--- config.mk ---
export PLATFORM = sky130hd
export DESIGN_NAME = pfsw_lane
export DESIGN_NICKNAME = d
export VERILOG_FILES = /design/src/rtl/pfsw_pkg.sv /design/src/rtl/pfsw_lane.sv
export SDC_FILE = /design/constraint.sdc
export NUM_CORES = 2
export LEC_CHECK = 0
export BUFFER_PORTS_ARGS = -buffer_cell sky130_fd_sc_hd__buf_2
export CAP_MARGIN = 40
export CORE_AREA = 2 2 433 435
export DETAILED_ROUTE_END_ITERATION = 6
export DIE_AREA = 0 0 435 437
export PLACE_DENSITY = 0.53
export SYNTH_ARGS = -nofsm -noshare
export SYNTH_HDL_FRONTEND = slang
export SYNTH_SLANG_ARGS = --single-unit
--- constraint.sdc ---
create_clock -name i_clk -period 8.2 [get_ports i_clk]
set_input_delay 0.41 -clock i_clk [delete_from_list [all_inputs] [get_ports i_clk]]
set_output_delay 0.41 -clock i_clk [all_outputs]
set_load 0.02 [all_outputs]
--- src/rtl/pfsw_pkg.sv ---
package pfsw_pkg;

    localparam int FRAME_W = 64;
    localparam int WORD_W  = 32;
    localparam int GAIN_W  = 10;
    localparam int CFG_W   = 6;
    localparam int CHAN_W  = 2;

    // Register indexes on the configuration port
    localparam int CFG_IDX_W = 2;
    localparam logic [CFG_IDX_W-1:0] CFG_CONTAINER   = 2'd0;
    localparam logic [CFG_IDX_W-1:0] CFG_SIGNIFICANT = 2'd1;
    localparam logic [CFG_IDX_W-1:0] CFG_CHANNELS    = 2'd2;
    localparam logic [CFG_IDX_W-1:0] CFG_GAIN        = 2'd3;
    localparam int CFG_DATA_W = GAIN_W;

    localparam logic [CFG_W-1:0]  WIDTH_SHORT  = 6'd16;
    localparam logic [CFG_W-1:0]  WIDTH_MEDIUM = 6'd24;
    localparam logic [CFG_W-1:0]  WIDTH_FULL   = 6'd32;
    localparam logic [CHAN_W-1:0] CHAN_STEREO  = 2'd2;
    localparam logic [GAIN_W-1:0] GAIN_UNITY   = 10'd100;

    // Pipeline stages, valid bits travel alongside in the control block
    localparam int PIPE_DEPTH = 7;
    localparam int ST_UNPACK  = 0;
    localparam int ST_DIV     = 1;
    localparam int ST_ALIGN   = 2;
    localparam int ST_GAIN    = 3;
    localparam int ST_PART    = 4;
    localparam int ST_SUM     = 5;
    localparam int ST_SAT     = 6;

    // Division by 100 through a reciprocal: product below 2^41 is exact at shift 48
    localparam int PROD_W      = WORD_W + GAIN_W;
    localparam int GAIN_DIV    = 100;
    localparam int RECIP_SHIFT = 48;
    localparam int RECIP_W     = 42;
    localparam logic [63:0] RECIP_FULL =
        ((64'd1 << RECIP_SHIFT) + 64'(GAIN_DIV) - 64'd1) / 64'(GAIN_DIV);
    localparam logic [RECIP_W-1:0] RECIP_100 = RECIP_FULL[RECIP_W-1:0];
    localparam int SPLIT_W   = 32;
    localparam int HI_W      = PROD_W - SPLIT_W;
    localparam int RHI_W     = RECIP_W - SPLIT_W;
    localparam int SUM_W     = PROD_W + RECIP_W;
    localparam int QUOT_W    = SUM_W - 1 - RECIP_SHIFT;

    localparam logic [WORD_W-1:0] WORD_MAX = 32'h7FFF_FFFF;
    localparam logic [WORD_W-1:0] WORD_MIN = 32'h8000_0000;

    typedef enum logic [1:0] {
        CW_16,
        CW_24,
        CW_32
    } t_cw;

    typedef struct packed {
        t_cw               cw;
        logic              stereo;
        logic [CFG_W-1:0]  div_sh;
        logic [CFG_W-1:0]  align_sh;
        logic [GAIN_W-1:0] gain;
    } t_fmt;

    typedef struct packed {
        logic [PIPE_DEPTH-1:0] en;
    } t_pipe_ctl;

endpackage

--- src/rtl/pfsw_lane.sv ---
module pfsw_lane
    import pfsw_pkg::*;
(
    input  logic                     i_clk,
    input  t_pipe_ctl                i_ctl,
    input  t_fmt                     i_fmt,
    input  logic signed [WORD_W-1:0] i_sample,
    output logic [WORD_W-1:0]        o_word
);

    // Divide by a power of two, rounding toward zero
    logic [WORD_W:0]            div_mask;
    logic signed [WORD_W+1:0]   div_biased;
    logic signed [WORD_W+1:0]   div_shifted;
    logic [WORD_W-1:0]          r_div;

    always_comb begin
        div_mask    = (33'd1 << i_fmt.div_sh) - 33'd1;
        div_biased  = {{2{i_sample[WORD_W-1]}}, i_sample}
                    + (i_sample[WORD_W-1] ? $signed({1'b0, div_mask}) : 34'sd0);
        div_shifted = div_biased >>> i_fmt.div_sh;
    end

    always_ff @(posedge i_clk) begin
        if (i_ctl.en[ST_DIV]) begin
            r_div <= div_shifted[WORD_W-1:0];
        end
    end

    // Left-align and split into sign and magnitude
    logic [WORD_W-1:0] aligned;
    logic [WORD_W-1:0] r_mag;
    logic              r_sign_al;

    assign aligned = r_div << i_fmt.align_sh;

    always_ff @(posedge i_clk) begin
        if (i_ctl.en[ST_ALIGN]) begin
            r_sign_al <= aligned[WORD_W-1];
            r_mag     <= aligned[WORD_W-1] ? (~aligned + 32'd1) : aligned;
        end
    end

    // Apply gain
    logic [PROD_W-1:0] r_prod;
    logic              r_sign_gn;

    always_ff @(posedge i_clk) begin
        if (i_ctl.en[ST_GAIN]) begin
            r_sign_gn <= r_sign_al;
            r_prod    <= PROD_W'(r_mag) * PROD_W'(i_fmt.gain);
        end
    end

    // Reciprocal product in four parts
    logic [2*SPLIT_W-1:0]     r_pp_ll;
    logic [SPLIT_W+RHI_W-1:0] r_pp_lh;
    logic [HI_W+SPLIT_W-1:0]  r_pp_hl;
    logic [HI_W+RHI_W-1:0]    r_pp_hh;
    logic                     r_sign_pp;

    always_ff @(posedge i_clk) begin
        if (i_ctl.en[ST_PART]) begin
            r_sign_pp <= r_sign_gn;
            r_pp_ll   <= (2*SPLIT_W)'(r_prod[SPLIT_W-1:0])
                       * (2*SPLIT_W)'(RECIP_100[SPLIT_W-1:0]);
            r_pp_lh   <= (SPLIT_W+RHI_W)'(r_prod[SPLIT_W-1:0])
                       * (SPLIT_W+RHI_W)'(RECIP_100[RECIP_W-1:SPLIT_W]);
            r_pp_hl   <= (HI_W+SPLIT_W)'(r_prod[PROD_W-1:SPLIT_W])
                       * (HI_W+SPLIT_W)'(RECIP_100[SPLIT_W-1:0]);
            r_pp_hh   <= (HI_W+RHI_W)'(r_prod[PROD_W-1:SPLIT_W])
                       * (HI_W+RHI_W)'(RECIP_100[RECIP_W-1:SPLIT_W]);
        end
    end

    // Gather the parts, keep the quotient
    logic [SUM_W-1:0]  pp_sum;
    logic [QUOT_W-1:0] r_quot;
    logic              r_sign_q;

    assign pp_sum = SUM_W'(r_pp_ll)
                  + (SUM_W'(r_pp_lh) << SPLIT_W)
                  + (SUM_W'(r_pp_hl) << SPLIT_W)
                  + (SUM_W'(r_pp_hh) << (2*SPLIT_W));

    always_ff @(posedge i_clk) begin
        if (i_ctl.en[ST_SUM]) begin
            r_sign_q <= r_sign_pp;
            r_quot   <= pp_sum[RECIP_SHIFT+QUOT_W-1:RECIP_SHIFT];
        end
    end

    // Restore sign, clamp to the word range
    logic [WORD_W-1:0] n_word;
    logic [WORD_W-1:0] r_word;

    always_comb begin
        if (!r_sign_q) begin
            n_word = (r_quot > QUOT_W'(WORD_MAX)) ? WORD_MAX : r_quot[WORD_W-1:0];
        end else begin
            n_word = (r_quot > QUOT_W'(WORD_MIN)) ? WORD_MIN
                   : (~r_quot[WORD_W-1:0] + 32'd1);
        end
    end

    always_ff @(posedge i_clk) begin
        if (i_ctl.en[ST_SAT]) begin
            r_word <= n_word;
        end
    end

    assign o_word = r_word;

endmodule
==> metrics.txt <==
# TYPE chip_impl_metric gauge
chip_impl_metric{name="maxSlewHeadroom",unit="%"} 28.72
chip_impl_metric{name="grt_use_total",unit="%"} 15.99
chip_impl_metric{name="synth.yosys.seq_area_share",unit="%"} 16.73
chip_impl_metric{name="worst_clock_skew",unit="ns"} 0.03042
chip_impl_info{name="rr_startpoint",value="r_prod[5]$_DFFE_PP_"} 1
chip_impl_metric{name="fp.dieH",unit="um"} 437
chip_impl_metric{name="synthesis.nets",unit=""} 7186
chip_impl_metric{name="reg2regPathDepth",unit=""} 25
chip_impl_info{name="rsz0062_at_grt",value="no"} 1
chip_impl_metric{name="io_pins",unit=""} 97
chip_impl_metric{name="drt-vias-per-instance",unit=""} 4.766
chip_impl_info{name="violations",value="design-rule violations"} 1
chip_impl_info{name="reg2reg_to",value="r_pp_ll[57]$_DFFE_PP_"} 1
chip_impl_metric{name="cts.sinks",unit=""} 308
chip_impl_metric{name="stdcell_count",unit=""} 8097
chip_impl_metric{name="routed_wl",unit="um"} 151400
chip_impl_metric{name="ys_types",unit=""} 83
chip_impl_info{name="cts.root.buffer_cell",value="sky130_fd_sc_hd__clkbuf_16"} 1
chip_impl_metric{name="number_of_nets_at_the_end_of_the_flow",unit=""} 7275
chip_impl_metric{name="worst-slew-pin-transition",unit="ns"} 1.042
chip_impl_metric{name="first_global_vias",unit=""} 40530
chip_impl_info{name="crit_type",value="reg2reg"} 1
chip_impl_metric{name="report.final.slew_viol_count",unit=""} 0
chip_impl_metric{name="fin_setup_tns",unit="ns"} 0
chip_impl_metric{name="synth.avg_cell_area",unit="um2"} 10.07
chip_impl_metric{name="path_clk_slew",unit="ns"} 0.06
chip_impl_metric{name="postCtsHoldBufs",unit=""} 0
chip_impl_metric{name="post-route-util",unit="%"} 32.75
chip_impl_metric{name="floorplan.die_area",unit="um2"} 190100
chip_impl_metric{name="setup_viol",unit=""} 0
chip_impl_info{name="timing.critical_path.from",value="r_prod[5]$_DFFE_PP_"} 1
chip_impl_info{name="critPathLaunchType",value="flop"} 1
chip_impl_info{name="crit_end",value="r_pp_ll[57]$_DFFE_PP_"} 1
chip_impl_metric{name="clk_path_buf_depth",unit=""} 3
chip_impl_metric{name="final.min_clock_period",unit="ns"} 7.887
chip_impl_metric{name="global_route_wire_length_before_repair",unit="um"} 237600
chip_impl_metric{name="place.port_buffers",unit=""} 92
chip_impl_metric{name="yosys_warnings",unit=""} 0
chip_impl_info{name="synth_top_flop_cell",value="sky130_fd_sc_hd__edfxtp_1"} 1
chip_impl_metric{name="initial_utilization",unit="%"} 29.88
chip_impl_metric{name="worst-path-max-fanout",unit=""} 8
chip_impl_metric{name="routedWlPerCell",unit="um"} 18.70
chip_impl_metric{name="grt_antenna_before_repair",unit=""} 15
chip_impl_metric{name="final_hold_viol_count",unit=""} 0
chip_impl_metric{name="max_freq",unit="GHz"} 0.1268
chip_impl_metric{name="grt_overflow",unit=""} 0
chip_impl_metric{name="synth.cell_area",unit="um2"} 55280
chip_impl_metric{name="max_h_tree_level",unit=""} 2
chip_impl_info{name="clock_tree_from_tritoncts",value="done"} 1
chip_impl_metric{name="post-route-period-util",unit="%"} 96.18
chip_impl_metric{name="number_of_drc_violations_after_detailed_routing",unit=""} 1
chip_impl_info{name="setup.worst_path.end_class",value="flop"} 1
chip_impl_metric{name="die_width",unit="um"} 435
chip_impl_metric{name="rows",unit=""} 158
chip_impl_info{name="run_status",value="complete, but fails checks"} 1
chip_impl_metric{name="drtPass1Iterations",unit=""} 7
chip_impl_metric{name="place.detailed.hpwl",unit="um"} 131700
chip_impl_metric{name="drive_gt1_share",unit="%"} 6.787
chip_impl_metric{name="final_critical_path_setup_slack",unit="ns"} 0.3129
chip_impl_metric{name="worst_skew_pair.late_latency",unit="ns"} 0.62
chip_impl_metric{name="regToRegSetupSlack",unit="ns"} 0.31
chip_impl_metric{name="detail-route-antenna-nets",unit=""} 0
chip_impl_metric{name="postSynthRegisterBits",unit=""} 308
chip_impl_metric{name="required",unit="ns"} 8.57
chip_impl_metric{name="area.growth.synth_to_final",unit="%"} 9.626
chip_impl_metric{name="cts_inserted_buffers",unit=""} 42
chip_impl_metric{name="dpl_cells",unit=""} 8013
chip_impl_metric{name="core_box_area",unit="um2"} 185000
chip_impl_metric{name="grt_start_max_net_pins",unit=""} 73
chip_impl_info{name="min-delay-path-class",value="in2reg"} 1
chip_impl_metric{name="synth_cells",unit=""} 5492
chip_impl_metric{name="maxCapViolCount",unit=""} 0
chip_impl_metric{name="pre_cts_worst_setup_slack",unit="ns"} 0.08551
chip_impl_metric{name="drt_first_iter_violations",unit=""} 2079
chip_impl_metric{name="edff_count_synth",unit=""} 308
chip_impl_metric{name="detailroute.via_count",unit=""} 38590
chip_impl_metric{name="crit_arrival",unit="ns"} 8.26
chip_impl_metric{name="gpl.final_weighted_congestion",unit=""} 0.9252
chip_impl_metric{name="async_reset_ff_share",unit="%"} 0
[sequential cells by signal, summed over array words and instances, names as in the netlist]
| name | cells |
|---|---|
| r_pp_hl | 39 |
| r_quot | 35 |
| o_word | 32 |
| r_sign_q | 1 |
| r_pp_hh | 19 |
| r_sign_al | 1 |
| r_sign_pp | 1 |
| r_mag | 32 |
| r_pp_ll | 31 |
| r_pp_lh | 42 |
| r_prod | 42 |
| r_sign_gn | 1 |
| r_div | 32 |
[stage by stage]
step | hold slack (ns) | area [um2]
finish | 0.2125 | 60600
global route | 0.2034 | 60600
CTS | 0.1738 | 60530
detailed placement | 0.4761 | 59100
global placement | 0.4665 | 58990
floorplan | 0.4003 | 55280
[metal layers]
| layer | global-route usage, % | wire [um] | vias up |
|---|---|---|---|
| li1 | - | - | 18430 |
| met2 | 28.26 | 75470 | 800 |
| met4 | 3.472 | 3230 | 10 |
| met5 | 0 | 68 | - |
| met1 | 20.77 | 66220 | 19190 |
| met3 | 2.024 | 6442 | 156 |
[Yosys cell counts, types with 11 or more instances]
cell | n | area share, %
sky130_fd_sc_hd__ha_1 | 793 | 18
sky130_fd_sc_hd__inv_1 | 1069 | 7.3
sky130_fd_sc_hd__a21oi_1 | 251 | 2.3
sky130_fd_sc_hd__a31oi_1 | 32 | 0.36
sky130_fd_sc_hd__a21boi_0 | 19 | 0.26
sky130_fd_sc_hd__o21ai_0 | 181 | 1.6
sky130_fd_sc_hd__a21o_1 | 105 | 1.4
sky130_fd_sc_hd__nor2_1 | 211 | 1.4
sky130_fd_sc_hd__and2_1 | 156 | 1.8
sky130_fd_sc_hd__or2_2 | 21 | 0.24
sky130_fd_sc_hd__o311ai_0 | 11 | 0.17
sky130_fd_sc_hd__o221ai_1 | 12 | 0.19
sky130_fd_sc_hd__nor4_1 | 11 | 0.12
sky130_fd_sc_hd__buf_1 | 21 | 0.14
sky130_fd_sc_hd__mux4_2 | 44 | 1.8
sky130_fd_sc_hd__edfxtp_1 | 308 | 17
sky130_fd_sc_hd__or3_1 | 23 | 0.26
sky130_fd_sc_hd__clkbuf_1 | 131 | 0.89
sky130_fd_sc_hd__xnor2_1 | 158 | 2.5
sky130_fd_sc_hd__a211o_1 | 11 | 0.17
sky130_fd_sc_hd__o21bai_1 | 17 | 0.23
sky130_fd_sc_hd__nor2b_1 | 37 | 0.42
sky130_fd_sc_hd__mux2_2 | 14 | 0.29
sky130_fd_sc_hd__nand4_1 | 33 | 0.37
sky130_fd_sc_hd__nand3_1 | 57 | 0.52
sky130_fd_sc_hd__mux2i_1 | 55 | 1.0
sky130_fd_sc_hd__o21a_1 | 50 | 0.68
sky130_fd_sc_hd__fa_1 | 836 | 30
sky130_fd_sc_hd__o22ai_1 | 15 | 0.17
sky130_fd_sc_hd__o211ai_1 | 26 | 0.35
sky130_fd_sc_hd__nand2b_1 | 33 | 0.37
sky130_fd_sc_hd__nor3_1 | 60 | 0.54
sky130_fd_sc_hd__nand2_1 | 399 | 2.7
sky130_fd_sc_hd__xor2_1 | 80 | 1.3
sky130_fd_sc_hd__o311ai_1 | 20 | 0.32
sky130_fd_sc_hd__o31ai_1 | 12 | 0.16
sky130_fd_sc_hd__a211oi_1 | 23 | 0.31
sky130_fd_sc_hd__and3_1 | 23 | 0.26
[layout make-up]
class                      instances  area, um2
clock inverter                    31      362.8
multi-input combinational       3953      41430
tap                             2480       3103
fill                           19070     124400
antenna                            3      7.507
inverter                        1075       4036
clock buffer                      46       1066
timing repair buffer             201       1350
sequential                       308       9249
[worst max-delay path, stage by stage (launching register included)]
cell	delay, ns
sky130_fd_sc_hd__edfxtp_1	0.58
sky130_fd_sc_hd__ha_1	0.46
sky130_fd_sc_hd__fa_1	0.46
sky130_fd_sc_hd__fa_1	0.56
sky130_fd_sc_hd__inv_1	0.07
sky130_fd_sc_hd__fa_1	0.50
sky130_fd_sc_hd__inv_1	0.08
sky130_fd_sc_hd__fa_1	0.51
sky130_fd_sc_hd__fa_1	0.52
sky130_fd_sc_hd__fa_1	0.55
sky130_fd_sc_hd__inv_1	0.05
sky130_fd_sc_hd__fa_1	0.50
sky130_fd_sc_hd__inv_1	0.05
sky130_fd_sc_hd__ha_1	0.34
sky130_fd_sc_hd__a21oi_1	0.21
sky130_fd_sc_hd__a21oi_1	0.10
sky130_fd_sc_hd__o211ai_1	0.24
sky130_fd_sc_hd__nor3_1	0.14
sky130_fd_sc_hd__a211oi_2	0.29
sky130_fd_sc_hd__a31oi_2	0.16
sky130_fd_sc_hd__a31o_2	0.29
sky130_fd_sc_hd__a31o_2	0.29
sky130_fd_sc_hd__a21oi_2	0.16
sky130_fd_sc_hd__nor2b_1	0.07
sky130_fd_sc_hd__o21a_1	0.16
sky130_fd_sc_hd__o311a_1	0.29
[worst min path at each step]
stage                        start                  end  slack, ns  cells past startpoint
6_report                  i_ctl[3]  r_prod[3]$_DFFE_PP_       0.21                      1
5_1_grt                   i_ctl[3]  r_prod[8]$_DFFE_PP_       0.20                      1
4_1_cts                   i_ctl[3]  r_prod[8]$_DFFE_PP_       0.17                      1
3_5_place_dp   r_sign_pp$_DFFE_PP_   r_sign_q$_DFFE_PP_       0.48                      0
3_3_place_gp   r_sign_pp$_DFFE_PP_   r_sign_q$_DFFE_PP_       0.47                      0
2_1_floorplan  r_sign_al$_DFFE_PP_  r_sign_gn$_DFFE_PP_       0.40                      0
[cell families (layout without fill, tap and decap cells)]
| logic type | after synthesis | after routing | synth area share [%] |
|---|---|---|---|
| other | 0 | 3 | 0 |
| XOR/XNOR | 238 | 238 | 3.771 |
| AND/OR/NAND/NOR | 1101 | 1101 | 9.606 |
| adder cells (fa/ha/maj) | 1629 | 1629 | 48.22 |
| buffers and inverters | 1231 | 1353 | 8.397 |
| multiplexers | 113 | 113 | 3.074 |
| flip-flops | 308 | 308 | 16.73 |
| AO/OA/AOI/OAI | 872 | 872 | 10.20 |
[placed cells by master, fill, tap and decap left out, types with 11 or more instances in the layout]
| master | count |
|---|---|
| sky130_fd_sc_hd__inv_1 | 1069 |
| sky130_fd_sc_hd__fa_1 | 836 |
| sky130_fd_sc_hd__ha_1 | 792 |
| sky130_fd_sc_hd__nand2_1 | 399 |
| sky130_fd_sc_hd__edfxtp_1 | 308 |
| sky130_fd_sc_hd__a21oi_1 | 250 |
| sky130_fd_sc_hd__nor2_1 | 211 |
| sky130_fd_sc_hd__o21ai_0 | 180 |
| sky130_fd_sc_hd__xnor2_1 | 158 |
| sky130_fd_sc_hd__and2_1 | 156 |
| sky130_fd_sc_hd__buf_4 | 105 |
| sky130_fd_sc_hd__a21o_1 | 104 |
| sky130_fd_sc_hd__buf_2 | 91 |
| sky130_fd_sc_hd__xor2_1 | 80 |
| sky130_fd_sc_hd__nor3_1 | 60 |
| sky130_fd_sc_hd__nand3_1 | 57 |
| sky130_fd_sc_hd__mux2i_1 | 55 |
| sky130_fd_sc_hd__o21a_1 | 50 |
| sky130_fd_sc_hd__mux4_2 | 44 |
| sky130_fd_sc_hd__clkbuf_16 | 42 |
| sky130_fd_sc_hd__nor2b_1 | 37 |
| sky130_fd_sc_hd__nand4_1 | 33 |
| sky130_fd_sc_hd__nand2b_1 | 33 |
| sky130_fd_sc_hd__a31oi_1 | 31 |
| sky130_fd_sc_hd__o211ai_1 | 26 |
| sky130_fd_sc_hd__and3_1 | 23 |
| sky130_fd_sc_hd__or3_1 | 23 |
| sky130_fd_sc_hd__a211oi_1 | 21 |
| sky130_fd_sc_hd__or2_2 | 21 |
| sky130_fd_sc_hd__o311ai_1 | 20 |
| sky130_fd_sc_hd__a21boi_0 | 19 |
| sky130_fd_sc_hd__o21bai_1 | 17 |
| sky130_fd_sc_hd__o22ai_1 | 15 |
| sky130_fd_sc_hd__mux2_2 | 14 |
| sky130_fd_sc_hd__o31ai_1 | 12 |
| sky130_fd_sc_hd__o221ai_1 | 12 |
| sky130_fd_sc_hd__a211o_1 | 11 |
| sky130_fd_sc_hd__nor4_1 | 11 |
| sky130_fd_sc_hd__o311ai_0 | 11 |
[timing repair]
action | CTS | global route
gates resized for setup | 0 | 9
setup endpoints to repair | 0 | 11
buffers inserted | 0 | 4
hold endpoints to repair | 0 | 0
Power is not shown: default switching activity piles up to over one toggle a cycle in this logic, so the estimate is an artifact.
