`config.mk`:
```
export PLATFORM = sky130hd
export DESIGN_NAME = pfsw_unpack
export DESIGN_NICKNAME = d
export VERILOG_FILES = /design/src/rtl/pfsw_pkg.sv /design/src/rtl/pfsw_unpack.sv
export SDC_FILE = /design/constraint.sdc
export NUM_CORES = 1
export LEC_CHECK = 0
export BUFFER_PORTS_ARGS = -buffer_cell sky130_fd_sc_hd__buf_2
export CORE_UTILIZATION = 45
export DETAILED_ROUTE_END_ITERATION = 10
export PLACE_DENSITY = 0.8
export SLEW_MARGIN = 20
export SYNTH_ARGS = -nofsm -noshare
export SYNTH_HDL_FRONTEND = slang
export SYNTH_SLANG_ARGS = --single-unit
export TNS_END_PERCENT = 100
```
`constraint.sdc`:
```
create_clock -name i_clk -period 1.2 [get_ports i_clk]
set_input_delay 0 -clock i_clk [delete_from_list [all_inputs] [get_ports i_clk]]
set_output_delay 0 -clock i_clk [all_outputs]
set_load 0.05 [all_outputs]
```
`src/rtl/pfsw_pkg.sv`:
```
package pfsw_pkg;

    localparam int FRAME_W = 64;
    localparam int WORD_W  = 32;
    localparam int GAIN_W  = 10;
    localparam int CFG_W   = 6;
    localparam int CHAN_W  = 2;

    // Register indexes on the configuration port
    localparam int CFG_IDX_W = 2;
    localparam logic [CFG_IDX_W-1:0] CFG_CONTAINER   = 2'd0;
    localparam logic [CFG_IDX_W-1:0] CFG_SIGNIFICANT = 2'd1;
    localparam logic [CFG_IDX_W-1:0] CFG_CHANNELS    = 2'd2;
    localparam logic [CFG_IDX_W-1:0] CFG_GAIN        = 2'd3;
    localparam int CFG_DATA_W = GAIN_W;

    localparam logic [CFG_W-1:0]  WIDTH_SHORT  = 6'd16;
    localparam logic [CFG_W-1:0]  WIDTH_MEDIUM = 6'd24;
    localparam logic [CFG_W-1:0]  WIDTH_FULL   = 6'd32;
    localparam logic [CHAN_W-1:0] CHAN_STEREO  = 2'd2;
    localparam logic [GAIN_W-1:0] GAIN_UNITY   = 10'd100;

    // Pipeline stages, valid bits travel alongside in the control block
    localparam int PIPE_DEPTH = 7;
    localparam int ST_UNPACK  = 0;
    localparam int ST_DIV     = 1;
    localparam int ST_ALIGN   = 2;
    localparam int ST_GAIN    = 3;
    localparam int ST_PART    = 4;
    localparam int ST_SUM     = 5;
    localparam int ST_SAT     = 6;

    // Division by 100 through a reciprocal: product below 2^41 is exact at shift 48
    localparam int PROD_W      = WORD_W + GAIN_W;
    localparam int GAIN_DIV    = 100;
    localparam int RECIP_SHIFT = 48;
    localparam int RECIP_W     = 42;
    localparam logic [63:0] RECIP_FULL =
        ((64'd1 << RECIP_SHIFT) + 64'(GAIN_DIV) - 64'd1) / 64'(GAIN_DIV);
    localparam logic [RECIP_W-1:0] RECIP_100 = RECIP_FULL[RECIP_W-1:0];
    localparam int SPLIT_W   = 32;
    localparam int HI_W      = PROD_W - SPLIT_W;
    localparam int RHI_W     = RECIP_W - SPLIT_W;
    localparam int SUM_W     = PROD_W + RECIP_W;
    localparam int QUOT_W    = SUM_W - 1 - RECIP_SHIFT;

    localparam logic [WORD_W-1:0] WORD_MAX = 32'h7FFF_FFFF;
    localparam logic [WORD_W-1:0] WORD_MIN = 32'h8000_0000;

    typedef enum logic [1:0] {
        CW_16,
        CW_24,
        CW_32
    } t_cw;

    typedef struct packed {
        t_cw               cw;
        logic              stereo;
        logic [CFG_W-1:0]  div_sh;
        logic [CFG_W-1:0]  align_sh;
        logic [GAIN_W-1:0] gain;
    } t_fmt;

    typedef struct packed {
        logic [PIPE_DEPTH-1:0] en;
    } t_pipe_ctl;

endpackage

```
`src/rtl/pfsw_unpack.sv`:
```
module pfsw_unpack
    import pfsw_pkg::*;
(
    input  logic                     i_clk,
    input  t_pipe_ctl                i_ctl,
    input  t_fmt                     i_fmt,
    input  logic [FRAME_W-1:0]       i_frame,
    output logic signed [WORD_W-1:0] o_left,
    output logic signed [WORD_W-1:0] o_right
);

    logic signed [WORD_W-1:0] r_left;
    logic signed [WORD_W-1:0] r_right;
    logic signed [WORD_W-1:0] n_left;
    logic signed [WORD_W-1:0] n_right;
    logic signed [WORD_W-1:0] second;

    // Second sample starts right after the first container
    always_comb begin
        case (i_fmt.cw)
            CW_16: begin
                n_left = {{16{i_frame[15]}}, i_frame[15:0]};
                second = {{16{i_frame[31]}}, i_frame[31:16]};
            end
            CW_24: begin
                n_left = {{8{i_frame[23]}}, i_frame[23:0]};
                second = {{8{i_frame[47]}}, i_frame[47:24]};
            end
            default: begin
                n_left = i_frame[31:0];
                second = i_frame[63:32];
            end
        endcase
        n_right = i_fmt.stereo ? second : n_left;
    end

    always_ff @(posedge i_clk) begin
        if (i_ctl.en[ST_UNPACK]) begin
            r_left  <= n_left;
            r_right <= n_right;
        end
    end

    assign o_left  = r_left;
    assign o_right = r_right;

endmodule

```
==> results of run 1 <==
[sequential cells by signal, indices dropped and copies added (netlist names)]
name,count
o_left,32
o_right,32
[cell usage in the layout (no fill, tap or decap), drive strengths merged]
cell type and instances:
o2bb2ai 1, clkinv 5, dlygate4sd3 22, a21o 9
mux2i 9, edfxtp 64, bufinv 2, nor2b 17
a21boi 1, a211oi 16, a2bb2oi 7, a21oi 8
a22oi 7, o22ai 16, buf 146, clkbuf 9
nand2 8, mux2 1, o21ai 26, inv 17
nand2b 1, nor2 4, or3b 1
[critical path, cell delays in order]
cell           delay (ns)
dlygate4sd3_1        0.53
buf_2                0.15
nor2b_1              0.13
a211oi_1             0.32
o22ai_1              0.14
[cells by family after synthesis]
kind of cell | share of synthesized area [%]
compound gates | 20.2
buf+inv | 5.48
flops | 64.8
mux | 3.41
simple gates | 6.20
[per-layer routing]
| layer | vias up | wire length [µm] | GRT usage (%) |
|---|---|---|---|
| met5 | - | 0 | 0 |
| li1 | 1202 | - | - |
| met2 | 132 | 3770 | 37.9 |
| met4 | 0 | 91 | 9.40 |
| met3 | 9 | 617 | 5.47 |
| met1 | 1227 | 3330 | 28.9 |
[metrics by stage]
| step | hold slack, ns | std cells | worst slack, ns |
|---|---|---|---|
| after floorplan | 0.0989 | 233 | 0.110 |
| after global placement | 0.193 | 436 | 0.0644 |
| after detailed placement | 0.195 | 436 | 0.0307 |
| after CTS | 0.0108 | 474 | 0.0559 |
| after global routing | 0.0140 | 474 | 0.00397 |
| final | 0.0271 | 474 | 0.00959 |
[worst max path at each step]
stage | start | to | slack (ns) | cells after the start
floorplan | i_fmt[23] | o_right[24] | 0.11 | 4
finish | i_frame[27] | o_right[11] | 0.01 | 5
global route | i_frame[25] | o_right[9] | 0.004 | 5
global placement | i_fmt[23] | o_right[20] | 0.06 | 5
detailed placement | i_fmt[23] | o_right[21] | 0.03 | 5
CTS | i_frame[25] | o_right[9] | 0.06 | 5
[area by class of cell]
type	instances	area share, %
Clock buffer	9	2.95
Clock inverter	7	2.06
Inverter	17	1.52
Multi-Input combinational cell	132	21.0
Sequential cell	64	45.8
Tap cell	77	2.29
Timing Repair Buffer	168	24.4
[power by group through the flow]
stage               clock, mW  sequential [mW]  combinational [mW]
detailed placement          0             2.81                1.54
global route             2.12             2.78                1.68
floorplan                   0             3.57               0.317
global placement            0             2.80                1.52
CTS                      2.02             2.77                1.60
finish                   2.00             2.76                1.60
==> out/qor.csv, run 1 <==
stage,metric,value,unit
yosys,Synth Cell Area,2970,µm²
yosys,Synth area leader,edfxtp_1,
setup_path,kind of critical path,input port to flip-flop,
die,Site Rows,29,
layout,multi-input combinational cell area,883,µm²
global_routing,vias in the first global route,2554,
yosys,"top cells by area, synth","edfxtp_1 65%, o21ai_0 4.2%, a211oi_1 4.0%, nor2b_1 3.6%, o22ai_1 3.4%",
global_routing,global-route usage over all layers,22.9,%
sta,count of pins over their slew limit,0,
die,# IOs,161,
global_routing,largest net degree at the start of global routing,43,
placement,final RePlAce weighted congestion,0.762,
die,Die X,83.2,µm
sta,RSZ-0062 raised after global routing,false,
routing,DRC,0,
power,sequential power share,43.4,%
layout,diode count,0,
clocking,Root Buffer,clkbuf_8,
yosys,"Primary FF master, synth",edfxtp_1,
routing,DR vias/cell,5.42,
worst_hold_path,hold depth,3,
layout,Reg area,1920,µm²
die,CORE AREA,6350,µm²
sta,final setup TNS,0,ns
setup_path,CP endpoint kind,flip-flop,
layout,Area Growth Syn to Fin,41.5,%
placement,Post-DP Area,3770,µm²
clocking,Clock Sinks,64,
layout,fillcell total,505,
setup_path,crit-path max FO,4,
power,total power,6.36,mW
yosys,distinct cell type count after synthesis,23,
global_routing,total congestion overflow,0,
yosys,Async SR Flop Fraction,0,%
die,initial core utilization,46.7,%
global_routing,first-pass GRT wire length,12.3,mm
power,Clk pwr share,31.4,%
routing,drt wl/cell,16.5,µm
routing,ANT nets after route,0,
power,Lkg Pwr,1.85,nW
yosys,top-count cell post-synth,edfxtp_1,
worst_hold_path,worst min-delay path category,input port to flip-flop,
yosys,top-area cell type share of the netlist area,64.8,%
sta,Final min period,1.19,ns
clocking,cts hold-fix bufs,22,
clocking,post-CTS setup buffers,0,
clocking,cts repair resizes,0,
die,die height,83.2,µm
layout,Finished Cell Area,4200,µm²
power,power per standard cell area,1520,nW/µm²
die,die area,6920,µm²
sta,Peak Freq,0.840,GHz
routing,DR iter-0 viols,167,
yosys,post-synthesis sequential area ratio,64.8,%
worst_hold_path,hold path startpoint,i_frame[17],
yosys,Post-synth EDFFs,64,
placement,Port Buffers,132,
routing,drt pass-1 iters,4,
layout,Post-Route Utilization,66.1,%
run_status,status,"finished, final reports clean",
placement,placed wire-length estimate,5.60,mm
setup_path,critical path startpoint category,input port,
yosys,Syn Area/Cell,12.7,µm²
sta,final setup fails,0,
yosys,#FFs+latches synth,64,
clocking,H-tree depth,3,
global_routing,initial antenna violation count,0,
sta,Rel. slew slack,62.4,%
layout,Final #Nets,489,
sta,Final Cycle Share,99.2,%
sta,Worst-Margin Slew,0.562,ns
sta,final hold vios,0,
clocking,clk slew on worst S/H paths,0.07,ns
clocking,CTS tree,yes,
power,logic gate share of total power,25.2,%
run,Max-Cap Viols,0,
yosys,Synthesis Warnings,0,
clocking,CTS Buffer Depth,2,
layout,layout cell share with drive strength beyond 1,42.8,%
routing,via count,2570,
power,Peak supply drop,995,µV
power,net switching power,2.05,mW
routing,Routed WL,7.81,mm
setup_path,Worst EP arrival,1.26,ns
power,Switching Share,32.2,%
clocking,number of buffers created by CTS,9,
yosys,Syn Inst Count,233,
yosys,most frequent cells after synthesis,"64 x edfxtp_1, 25 x o21ai_0, 17 x inv_1, 17 x nor2b_1",
power,Int Pwr,4.32,mW
yosys,Mapped Nets,330,
setup_path,Critical Path RT,1.27,ns
worst_hold_path,WHS Endpoint,o_left[17],
No activity file was read; power rests on OpenSTA's default activity.
==> inputs of run 2 (changes only) <==
--- a/config.mk
+++ b/config.mk
@@ -5,10 +5,11 @@
 export SDC_FILE = /design/constraint.sdc
 export NUM_CORES = 1
 export LEC_CHECK = 0
+export ABC_AREA = 1
 export BUFFER_PORTS_ARGS = -buffer_cell sky130_fd_sc_hd__buf_2
 export CORE_UTILIZATION = 45
 export DETAILED_ROUTE_END_ITERATION = 10
-export PLACE_DENSITY = 0.8
+export PLACE_DENSITY = 0.78
 export SLEW_MARGIN = 20
 export SYNTH_ARGS = -nofsm -noshare
 export SYNTH_HDL_FRONTEND = slang
==> out/qor.csv, run 2 <==
stage,metric,value,unit
clocking,cts hold-fix bufs,18,
setup_path,kind of critical path,input port to flip-flop,
clocking,CTS Buffer Depth,2,
yosys,Mapped Nets,418,
layout,diode count,0,
sta,final setup fails,0,
power,Switching Share,34.3,%
yosys,"Primary FF master, synth",edfxtp_1,
power,Int Pwr,4.09,mW
placement,Post-DP Area,3970,µm²
sta,Worst-Margin Slew,0.428,ns
sta,Rel. slew slack,71.4,%
die,die height,86.3,µm
sta,final setup TNS,0,ns
layout,Final #Nets,572,
clocking,cts repair resizes,0,
global_routing,global-route usage over all layers,24.1,%
yosys,distinct cell type count after synthesis,18,
placement,final RePlAce weighted congestion,0.869,
clocking,Root Buffer,clkbuf_8,
clocking,Clock Sinks,64,
run_status,status,"finished, final reports clean",
power,net switching power,2.13,mW
run,Max-Cap Viols,0,
layout,most frequent cells in the layout,"132 x buf_2, 95 x nand2_1, 64 x edfxtp_1",
placement,placed wire-length estimate,5.99,mm
setup_path,crit-path max FO,17,
power,power per standard cell area,1430,nW/µm²
yosys,Syn Area/Cell,9.96,µm²
clocking,post-CTS setup buffers,0,
yosys,Synthesis Warnings,0,
sta,Final min period,1.07,ns
setup_path,Critical Path RT,1.31,ns
routing,drt wl/cell,15.6,µm
die,Die X,86.3,µm
placement,Port Buffers,132,
sta,hold_ws,0.0150,ns
sta,Peak Freq,0.936,GHz
power,Clk pwr share,28.8,%
yosys,Post-synth EDFFs,64,
die,initial core utilization,46.8,%
layout,layout cell share with drive strength beyond 1,39.8,%
global_routing,first-pass GRT wire length,13.1,mm
power,Peak supply drop,657,µV
layout,Reg area,1920,µm²
die,CORE AREA,6830,µm²
layout,Finished Cell Area,4340,µm²
clocking,number of buffers created by CTS,9,
power,Lkg Pwr,2.07,nW
global_routing,initial antenna violation count,0,
die,die area,7450,µm²
yosys,Syn Inst Count,321,
routing,drt pass-1 iters,5,
sta,RSZ-0062 raised after global routing,false,
layout,Area Growth Syn to Fin,35.7,%
setup_path,CP endpoint kind,flip-flop,
layout,multi-input combinational cell area,1060,µm²
routing,DRC,0,
yosys,top-area cell type share of the netlist area,60.1,%
clocking,H-tree depth,3,
routing,Routed WL,8.98,mm
layout,"commonest non-fill, non-tap cell in the layout",buf_2,
yosys,Synth Cell Area,3200,µm²
global_routing,total congestion overflow,0,
routing,ANT nets after route,0,
power,logic gate share of total power,26.6,%
yosys,most frequent cells after synthesis,"95 x nand2_1, 64 x edfxtp_1, 48 x nand3_1",
routing,via count,2893,
yosys,Synth area leader,edfxtp_1,
yosys,post-synthesis sequential area ratio,60.1,%
layout,fillcell total,569,
clocking,clk slew on worst S/H paths,0.08,ns
global_routing,vias in the first global route,2684,
clocking,CTS tree,yes,
worst_hold_path,worst min-delay path category,input port to flip-flop,
sta,count of pins over their slew limit,0,
yosys,top-count cell post-synth,nand2_1,
power,sequential power share,44.6,%
die,# IOs,161,
die,Site Rows,30,
routing,DR vias/cell,5.02,
global_routing,largest net degree at the start of global routing,65,
yosys,"top cells by area, synth","edfxtp_1 60%, nand2_1 11%, nand3_1 7.5%, nand3_2 3.1%, or2_2 2.9%",
setup_path,Worst EP arrival,1.17,ns
sta,Final Cycle Share,89.0,%
setup_path,critical path startpoint category,input port,
sta,final hold vios,0,
yosys,#FFs+latches synth,64,
routing,DR iter-0 viols,201,
yosys,Async SR Flop Fraction,0,%
==> run 2: path summary, 6_finish.rpt <==
| kind | from | end | slack, ns | cells past startpoint |
|---|---|---|---|---|
| worst max-delay path | i_frame[15] | o_right[19] | 0.13 | 6 |
| worst min-delay path | i_frame[18] | o_left[18] | 0.02 | 3 |
==> run 2: logic make-up after synthesis <==
family,after synthesis,share of synthesized area [%]
buf+inv,37,6.69
compound gates,24,4.11
simple gates,196,29.1
flops,64,60.1
==> run 2: cell type report <==
cell class,instances,share of cell area [%]
clock buffers,9,2.86
flip-flops and latches,64,44.3
inverters,18,1.56
repair buffers,162,22.6
clock inverters,7,1.44
multi-input cells,220,24.5
well taps,96,2.77
==> run 2: power groups by stage <==
| stage | registers [mW] | logic, mW | clock network, mW |
|---|---|---|---|
| 2_1_floorplan | 3.57 | 0.375 | 0 |
| 3_3_place_gp | 2.81 | 1.58 | 0 |
| 3_5_place_dp | 2.81 | 1.60 | 0 |
| 4_1_cts | 2.77 | 1.65 | 1.80 |
| 5_1_grt | 2.79 | 1.75 | 1.91 |
| 6_report | 2.77 | 1.66 | 1.79 |
==> run 2: metrics by stage <==
stage / power (mW) / setup WS [ns] / cells / utilization (%)
final: 6.22 / 0.132 / 576 / 63.5
after global routing: 6.45 / 0.0534 / 576 / 63.5
after CTS: 6.22 / 0.146 / 576 / 63.5
after detailed placement: 4.41 / 0.0386 / 542 / 58.1
after floorplan: 3.94 / 0.288 / 321 / -
after global placement: 4.39 / 0.0749 / 542 / 58.1
==> run 2: critical path, cell delays in order <==
cell	delay, ns
dlygate4sd3_1	0.53
buf_2	0.16
nand2_4	0.21
nand2_1	0.11
nor2_1	0.09
nor2_1	0.06
==> run 2: layer usage <==
metal  share of wire, %  GRT usage, %  vias to the layer above
met3                9.3          7.71                       19
met4                2.2          10.9                        0
met1                 39          27.9                     1325
li1                   -             -                     1388
met2                 49          41.1                      161
met5                  0             0                        -
==> inputs of run 3 (changes only) <==
--- a/config.mk
+++ b/config.mk
@@ -7,9 +7,9 @@
 export LEC_CHECK = 0
 export ABC_AREA = 1
 export BUFFER_PORTS_ARGS = -buffer_cell sky130_fd_sc_hd__buf_2
-export CORE_UTILIZATION = 45
+export CORE_UTILIZATION = 30
 export DETAILED_ROUTE_END_ITERATION = 10
-export PLACE_DENSITY = 0.78
+export PLACE_DENSITY = 0.56
 export SLEW_MARGIN = 20
 export SYNTH_ARGS = -nofsm -noshare
 export SYNTH_HDL_FRONTEND = slang
==> out/qor.csv, run 3 (same netlist as run 2, synthesis figures left out) <==
stage,metric,value,unit
power,Clk pwr share,34.2,%
die,initial core utilization,31.0,%
routing,DR iter-0 viols,174,
power,Switching Share,32.5,%
routing,via count,2797,
setup_path,crit path buf inv count,2,
die,Die X,105,µm
sta,final hold vios,0,
setup_path,Worst EP arrival,1.15,ns
layout,most frequent cells in the layout,"132 x buf_2, 95 x nand2_1, 64 x edfxtp_1",
layout,"commonest non-fill, non-tap cell in the layout",buf_2,
global_routing,first-pass GRT wire length,13.8,mm
routing,drt pass-1 iters,4,
power,net switching power,2.18,mW
global_routing,initial antenna violation count,0,
placement,final RePlAce weighted congestion,0.831,
power,power per standard cell area,1510,nW/µm²
setup_path,"most used cell, CP",nor2_1,
layout,Finished Cell Area,4450,µm²
setup_path,critical path cell sequence,dlygate4sd3_1 > buf_2 > nand2_4 > nand2_1 > nor2_1 > nor2_1,
sta,final setup fails,0,
routing,DRC,0,
worst_hold_path,worst min-delay path category,input port to flip-flop,
routing,ANT nets after route,0,
worst_hold_path,hold depth,3,
routing,Routed WL,9.08,mm
worst_hold_path,WHS Endpoint,o_left[31],
placement,Placement Setup Slack,-0.145,ns
die,Site Rows,37,
die,die area,11100,µm²
layout,Area Growth Syn to Fin,39.1,%
power,total power,6.71,mW
die,die height,105,µm
global_routing,vias in the first global route,2513,
routing,drt wl/cell,14.7,µm
clocking,H-tree depth,3,
power,Peak supply drop,577,µV
layout,Final #Nets,572,
clocking,CTS tree,yes,
setup_path,crit-path max FO,17,
clocking,Root Buffer,clkbuf_8,
sta,Peak Freq,0.967,GHz
setup_path,CP endpoint kind,flip-flop,
global_routing,largest net degree at the start of global routing,42,
sta,RSZ-0062 raised after global routing,false,
sta,count of pins over their slew limit,0,
placement,Post-DP Area,4020,µm²
routing,DR vias/cell,4.53,
setup_path,Worst path slowest cell,dlygate4sd3_1,
worst_hold_path,hold path startpoint,i_frame[31],
global_routing,global-route usage over all layers,17.0,%
sta,Rel. slew slack,71.4,%
sta,final worst slack,0.166,ns
layout,layout cell share with drive strength beyond 1,40.4,%
clocking,clk slew on worst S/H paths,0.07,ns
setup_path,kind of cell adding the most delay to the critical path,buffers and inverters,
run,Max-Cap Viols,0,
power,sequential power share,41.2,%
sta,Worst-Margin Slew,0.429,ns
setup_path,kind of critical path,input port to flip-flop,
layout,Post-Route Utilization,43.1,%
setup_path,critical path startpoint category,input port,
clocking,CTS Buffer Depth,2,
setup_path,Critical Path RT,1.32,ns
die,# IOs,161,
sta,Final Cycle Share,86.2,%
power,Lkg Pwr,2.10,nW
power,Int Pwr,4.53,mW
clocking,number of buffers created by CTS,9,
clocking,Clock Sinks,64,
run_status,status,"finished, final reports clean",
die,CORE AREA,10300,µm²
placement,Port Buffers,132,
sta,Final min period,1.03,ns
power,logic gate share of total power,24.6,%
global_routing,total congestion overflow,0,
setup_path,Worst path max stage delay,0.53,ns
placement,placed wire-length estimate,6.63,mm
sta,hold_ws,0.00638,ns
layout,fillcell total,1025,
run 3: changes by cell type in the layout (fill, tap and decap cells not counted), sizes merged:
cell / delta
bufinv: +2
clkinv: -2
diode: +1
run 3: layout make-up:
class	instances	area, µm²	area share (%)
sequential	64	1920	43.2
timing repair buffer	162	981	22.1
inverter	18	67.6	1.52
tap	136	170	3.83
multi-input combinational	220	1060	23.9
clock inverter	7	120	2.70
antenna	1	2.50	0.0563
clock buffer	9	124	2.78
run 3: worst max-delay path by stage:
| stage | from | end | slack (ns) | cells past startpoint |
|---|---|---|---|---|
| detailed placement | i_fmt[24] | o_right[25] | -0.14 | 6 |
| global route | i_frame[15] | o_right[22] | 0.04 | 6 |
| finish | i_frame[15] | o_right[20] | 0.17 | 6 |
| global placement | i_fmt[24] | o_right[28] | -0.1 | 6 |
| CTS | i_frame[15] | o_right[22] | 0.15 | 6 |
| floorplan | i_fmt[23] | o_right[23] | 0.29 | 6 |
run 3: metal layers:
metal,wire [µm],global-route usage (%),vias to the layer above
met5,0,0,-
met4,124,6.14,0
li1,-,-,1390
met3,742,4.39,11
met1,3870,22.3,1281
met2,4350,27.2,115
run 3: power by group through the flow:
stage               clock network, mW  logic, mW  registers (mW)
finish                           2.29       1.65            2.76
global route                     2.43       1.76            2.79
CTS                              2.34       1.66            2.77
detailed placement                  0       1.61            2.81
global placement                    0       1.60            2.82
floorplan                           0      0.375            3.57
run 3: what timing repair did:
| action | CTS | global route |
|---|---|---|
| resized for setup | 0 | 0 |
| endpoints found under the hold margin | 29 | 0 |
| hold buffers | 18 | 0 |
| buffers inserted | 0 | 0 |
run 3: metrics by stage:
stage / TNS [ns] / cells
after global routing: 0 / 616
after global placement: -0.736 / 582
after floorplan: 0 / 321
after CTS: 0 / 616
after detailed placement: -1.13 / 582
final: 0 / 617
